`config.mk`:
```
export PLATFORM = sky130hd
export DESIGN_NAME = tqsjd_unit
export DESIGN_NICKNAME = d
export VERILOG_FILES = /design/src/tqsjd_pkg.sv /design/src/tqsjd_unit.sv
export SDC_FILE = /design/constraint.sdc
export NUM_CORES = 1
export LEC_CHECK = 0
export ABC_CLOCK_PERIOD_IN_PS = 2700
export BUFFER_PORTS_ARGS = -buffer_cell sky130_fd_sc_hd__buf_2
export CORE_MARGIN = 2
export CORE_UTILIZATION = 38
export DETAILED_ROUTE_END_ITERATION = 10
export MAX_ROUTING_LAYER = met4
export PLACE_DENSITY = 0.66
export SLEW_MARGIN = 0
export SYNTH_ARGS = -nofsm -noshare
export SYNTH_HDL_FRONTEND = slang
export SYNTH_SLANG_ARGS = --single-unit
```
`constraint.sdc`:
```
create_clock -name vclk -period 2.7
set_clock_uncertainty 0.15 [all_clocks]
set_input_delay 0.27 -clock vclk [all_inputs]
set_output_delay 0.27 -clock vclk [all_outputs]
set_load 0.01 [all_outputs]
```
`src/tqsjd_pkg.sv`:
```
`timescale 1ns / 1ps
// ----------------------------------------------------------------------------
// Dispatcher package
// Sizes, codes and shared types of the two-queue shortest-join dispatcher.
// ----------------------------------------------------------------------------
package tqsjd_pkg;

   // Sizing
   localparam int ID_COUNT    = 1024;
   localparam int QUEUE_DEPTH = 1024;
   localparam int ID_W        = 10;
   localparam int MAP_AW      = $clog2(ID_COUNT);
   localparam int SLOT_W      = $clog2(QUEUE_DEPTH);
   localparam int PTR_W       = SLOT_W + 1;
   localparam int LC_W        = $clog2(QUEUE_DEPTH + 1);

   // Pointer wrap point and ring depth at one bit above pointer width
   localparam logic [PTR_W:0] PTR_WRAP  = (PTR_W + 1)'(2 * QUEUE_DEPTH);
   localparam logic [PTR_W:0] DEPTH_EXT = (PTR_W + 1)'(QUEUE_DEPTH);

   // Request operations
   typedef enum logic [1:0] {
      OP_SERVE0 = 2'd0,
      OP_SERVE1 = 2'd1,
      OP_ARRIVE = 2'd2,
      OP_LEAVE  = 2'd3
   } op_type;

   // Response status codes
   typedef enum logic [1:0] {
      ST_SERVED   = 2'd0,
      ST_EMPTY    = 2'd1,
      ST_ASSIGNED = 2'd2,
      ST_REJECTED = 2'd3
   } status_type;

   // Operations of the shared arithmetic unit
   typedef enum logic [2:0] {
      UOP_PTR_NEXT = 3'd0,
      UOP_OCC_FULL = 3'd1,
      UOP_LESS     = 3'd2,
      UOP_INC      = 3'd3,
      UOP_DEC_SAT  = 3'd4
   } uop_type;

   typedef struct packed {
      logic              valid;
      logic              queue;
      logic [SLOT_W-1:0] slot;
   } map_entry_type;

   typedef struct packed {
      uop_type          op;
      logic [PTR_W-1:0] a;
      logic [PTR_W-1:0] b;
   } unit_req_type;

   typedef struct packed {
      logic [PTR_W-1:0] value;
      logic             flag;
   } unit_rsp_type;

   typedef struct packed {
      op_type          op;
      logic [ID_W-1:0] item_id;
   } request_type;

   typedef struct packed {
      logic            valid;
      status_type      status;
      logic [ID_W-1:0] value;
   } result_type;

endpackage

```
`src/tqsjd_unit.sv`:
```
`timescale 1ns / 1ps
// ----------------------------------------------------------------------------
// Shared arithmetic unit
// Pointer step, ring occupancy test, compare and counter step, one per cycle.
// ----------------------------------------------------------------------------
module tqsjd_unit import tqsjd_pkg::*; (
   input  unit_req_type unit_req,
   output unit_rsp_type unit_rsp
);

   logic [PTR_W:0] a_ext;
   logic [PTR_W:0] b_ext;
   logic [PTR_W:0] sum;
   logic [PTR_W:0] occ;

   always_comb begin
      a_ext    = {1'b0, unit_req.a};
      b_ext    = {1'b0, unit_req.b};
      sum      = a_ext + 1'b1;
      occ      = '0;
      unit_rsp = '0;
      unique case (unit_req.op)
         // advance a pointer, wrapping at twice the ring depth
         UOP_PTR_NEXT: begin
            unit_rsp.value = (sum >= PTR_WRAP) ? '0 : PTR_W'(sum);
         end
         // a is head, b is tail: flag when the ring holds a full depth
         UOP_OCC_FULL: begin
            occ           = (b_ext >= a_ext) ? (b_ext - a_ext) : (b_ext + PTR_WRAP - a_ext);
            unit_rsp.flag = (occ >= DEPTH_EXT);
         end
         UOP_LESS: begin
            unit_rsp.flag = (unit_req.a < unit_req.b);
         end
         UOP_INC: begin
            unit_rsp.value = PTR_W'(sum);
         end
         // count down, holding at zero
         UOP_DEC_SAT: begin
            unit_rsp.value = (unit_req.a == '0) ? '0 : (unit_req.a - 1'b1);
         end
         default: begin
            unit_rsp = '0;
         end
      endcase
   end

endmodule

```
==> results.json <==
{
  "yosys.area.top_type": "ha_1",
  "finalCoreUtilization_pct": 56.8,
  "fin_crit_ns": 2.67,
  "die_height_um": 52.9,
  "hpwl_mm": 2.39,
  "netSwitchingFraction_pct": 54.7,
  "design.seq.count": 0,
  "seqPwrFrac_pct": 0,
  "yosysWarnings": 0,
  "die_area_sq_um": 2800,
  "grt_pass1_wl_mm": 4.55,
  "slew_violations": 0,
  "fillers": 225,
  "routed_wirelength_mm": 2.96,
  "vias": 1208,
  "drtIter0Drc": 24,
  "syn-cell-area_sq_um": 908,
  "synthTopCellsByArea": "ha_1, a21oi_1, inv_1",
  "via_per_inst": 5.81,
  "syn_area_per_cell_sq_um": 6.93,
  "std_cell_rows": 17,
  "clkPwrFrac_pct": 0,
  "drtAntennaViolNets": 0,
  "ys_types": 43,
  "crit_path_end_kind": "output port",
  "status": "completed",
  "setup_ws_ns": 0.0292,
  "cpMaxStageDelayCell": "o311a_4",
  "power_density_nw_per_um2": 154,
  "rsz0062_at_grt": "true",
  "wl_per_cell_um": 14.2,
  "drive_above_1_share_pct": 35.0,
  "setup_viol": 0,
  "finalHoldViolCount": 0,
  "final_net_count": 221,
  "area_growth_syn_to_layout_pct": 39.5,
  "timing.critical_path.buf_inv": 3,
  "path_class": "primary input to output port",
  "initial_core_util_pct": 40.7,
  "synth_top_area_share_pct": 17.9,
  "leakage_nw": 0.624,
  "internal_power_uw": 88.7,
  "grt_antenna_before_repair": 0,
  "clock_buffers": 0,
  "final_cell_mix": "buf_2, a21oi_1, buf_4",
  "slowest_delay_ns": 0.41,
  "ff_latch_area_sq_um": 0,
  "worst_ir_drop_vdd_mv": 0.0770,
  "hp-class": "primary input to output port",
  "path_max_fanout": 8,
  "die_w_um": 52.9,
  "grt_overflow": 0,
  "maxCapViolations": 0,
  "grt_max_degree": 10,
  "cp-start-kind": "primary input",
  "drtPass1Iterations": 4,
  "crit_family": "compound AO/OA/AOI/OAI gates",
  "fmax_ghz": 0.374,
  "tightest_slew_ns": 0.418,
  "power_switching_uw": 107,
  "p_comb_share_pct": 100.0,
  "port_buffers": 37,
  "synth_nets": 170,
  "grt_pass1_vias": 1105,
  "pre_cts_ws_ns": -0.138,
  "place.gp.congestion": 0.846,
  "core_region_area_sq_um": 2230,
  "relSlewSlack_pct": 72.0,
  "drc": 0,
  "yosysSeqAreaShare_pct": 0,
  "crit_required_ns": 2.28,
  "arrival_ns": 2.25,
  "layout_commonest_cell": "buf_2",
  "fin_crit_sh_pct": 98.9,
  "crit_chain": "buf_8 > inv_4 > ha_4 > or3b_4 > or3_4 > o311a_4 > a221o_1 > o21a_1 > buf_2",
  "synth_cells": 131,
  "diodes": 0,
  "io_pins": 37,
  "grt_usage_pct": 21.5
}
==> layout make-up <==
class / count / area, sq um / area share, %
Inverter: 14 / 57.6 / 4.54
Tap cell: 28 / 35.0 / 2.76
Multi-Input combinational cell: 115 / 865 / 68.2
Timing Repair Buffer: 51 / 310 / 24.5
==> tightest hold or removal path, stage by stage <==
cell,delay [ns]
buf_2,0.15
a21oi_1,0.08
buf_2,0.13
==> power by group through the flow <==
stage               logic [mW]  registers (mW)  clock network (mW)
finish                   0.196               0                   0
global route             0.216               0                   0
CTS                      0.191               0                   0
detailed placement       0.185               0                   0
global placement         0.180               0                   0
floorplan                0.106               0                   0
==> metrics by stage <==
step                      TNS [ns]  std cells  hold slack, ns  power (mW)  instance area (sq um)
after floorplan                  0        131           0.434       0.106                    908
after global placement      -0.272        207           0.728       0.180                   1210
after detailed placement    -0.629        207           0.738       0.185                   1210
after CTS                 -0.00314        208           0.740       0.191                   1250
after global routing       -0.0581        208           0.759       0.216                   1270
final                            0        208           0.748       0.196                   1270
==> synthesized netlist by cell type (3+ instances only) <==
library cell / instances
a21o_1: 3
inv_1: 14
a221oi_1: 5
nor3b_1: 3
nand4_1: 4
nand2_1: 10
ha_1: 13
nand3_1: 7
a21oi_1: 15
nor2_1: 9
o21ai_0: 8
==> per-layer routing <==
layer  GRT usage [%]  part of all wire [%]
met1            25.5                    45
met2            42.3                    50
met3           0.282                   3.9
met4           0.855                  0.27
met5               -                     0
==> what timing repair did <==
item | 4_1_cts | 5_1_grt
resized for setup | 8 | 6
pin swaps | 4 | 5
hold buffers | 0 | 0
endpoints found under the setup margin | 7 | 6
setup buffers | 1 | 0
==> worst paths after layout <==
| path | from | endpoint | slack [ns] | depth (start not counted) |
|---|---|---|---|---|
| worst max-delay path | unit_req[11] | unit_rsp[9] | 0.03 | 9 |
| worst min-delay path | unit_req[16] | unit_rsp[6] | 0.75 | 3 |
==> logic make-up (layout without fill, tap and decap cells) <==
kind of cell	after synthesis	count (layout)	share of synthesized area, %
xor+xnor	1	1	0.964
compound gates	54	54	44.6
buf+inv	16	65	7.44
simple gates	46	46	26.9
fa+ha+maj	14	14	20.1
No activity file was read; power rests on OpenSTA's default activity.
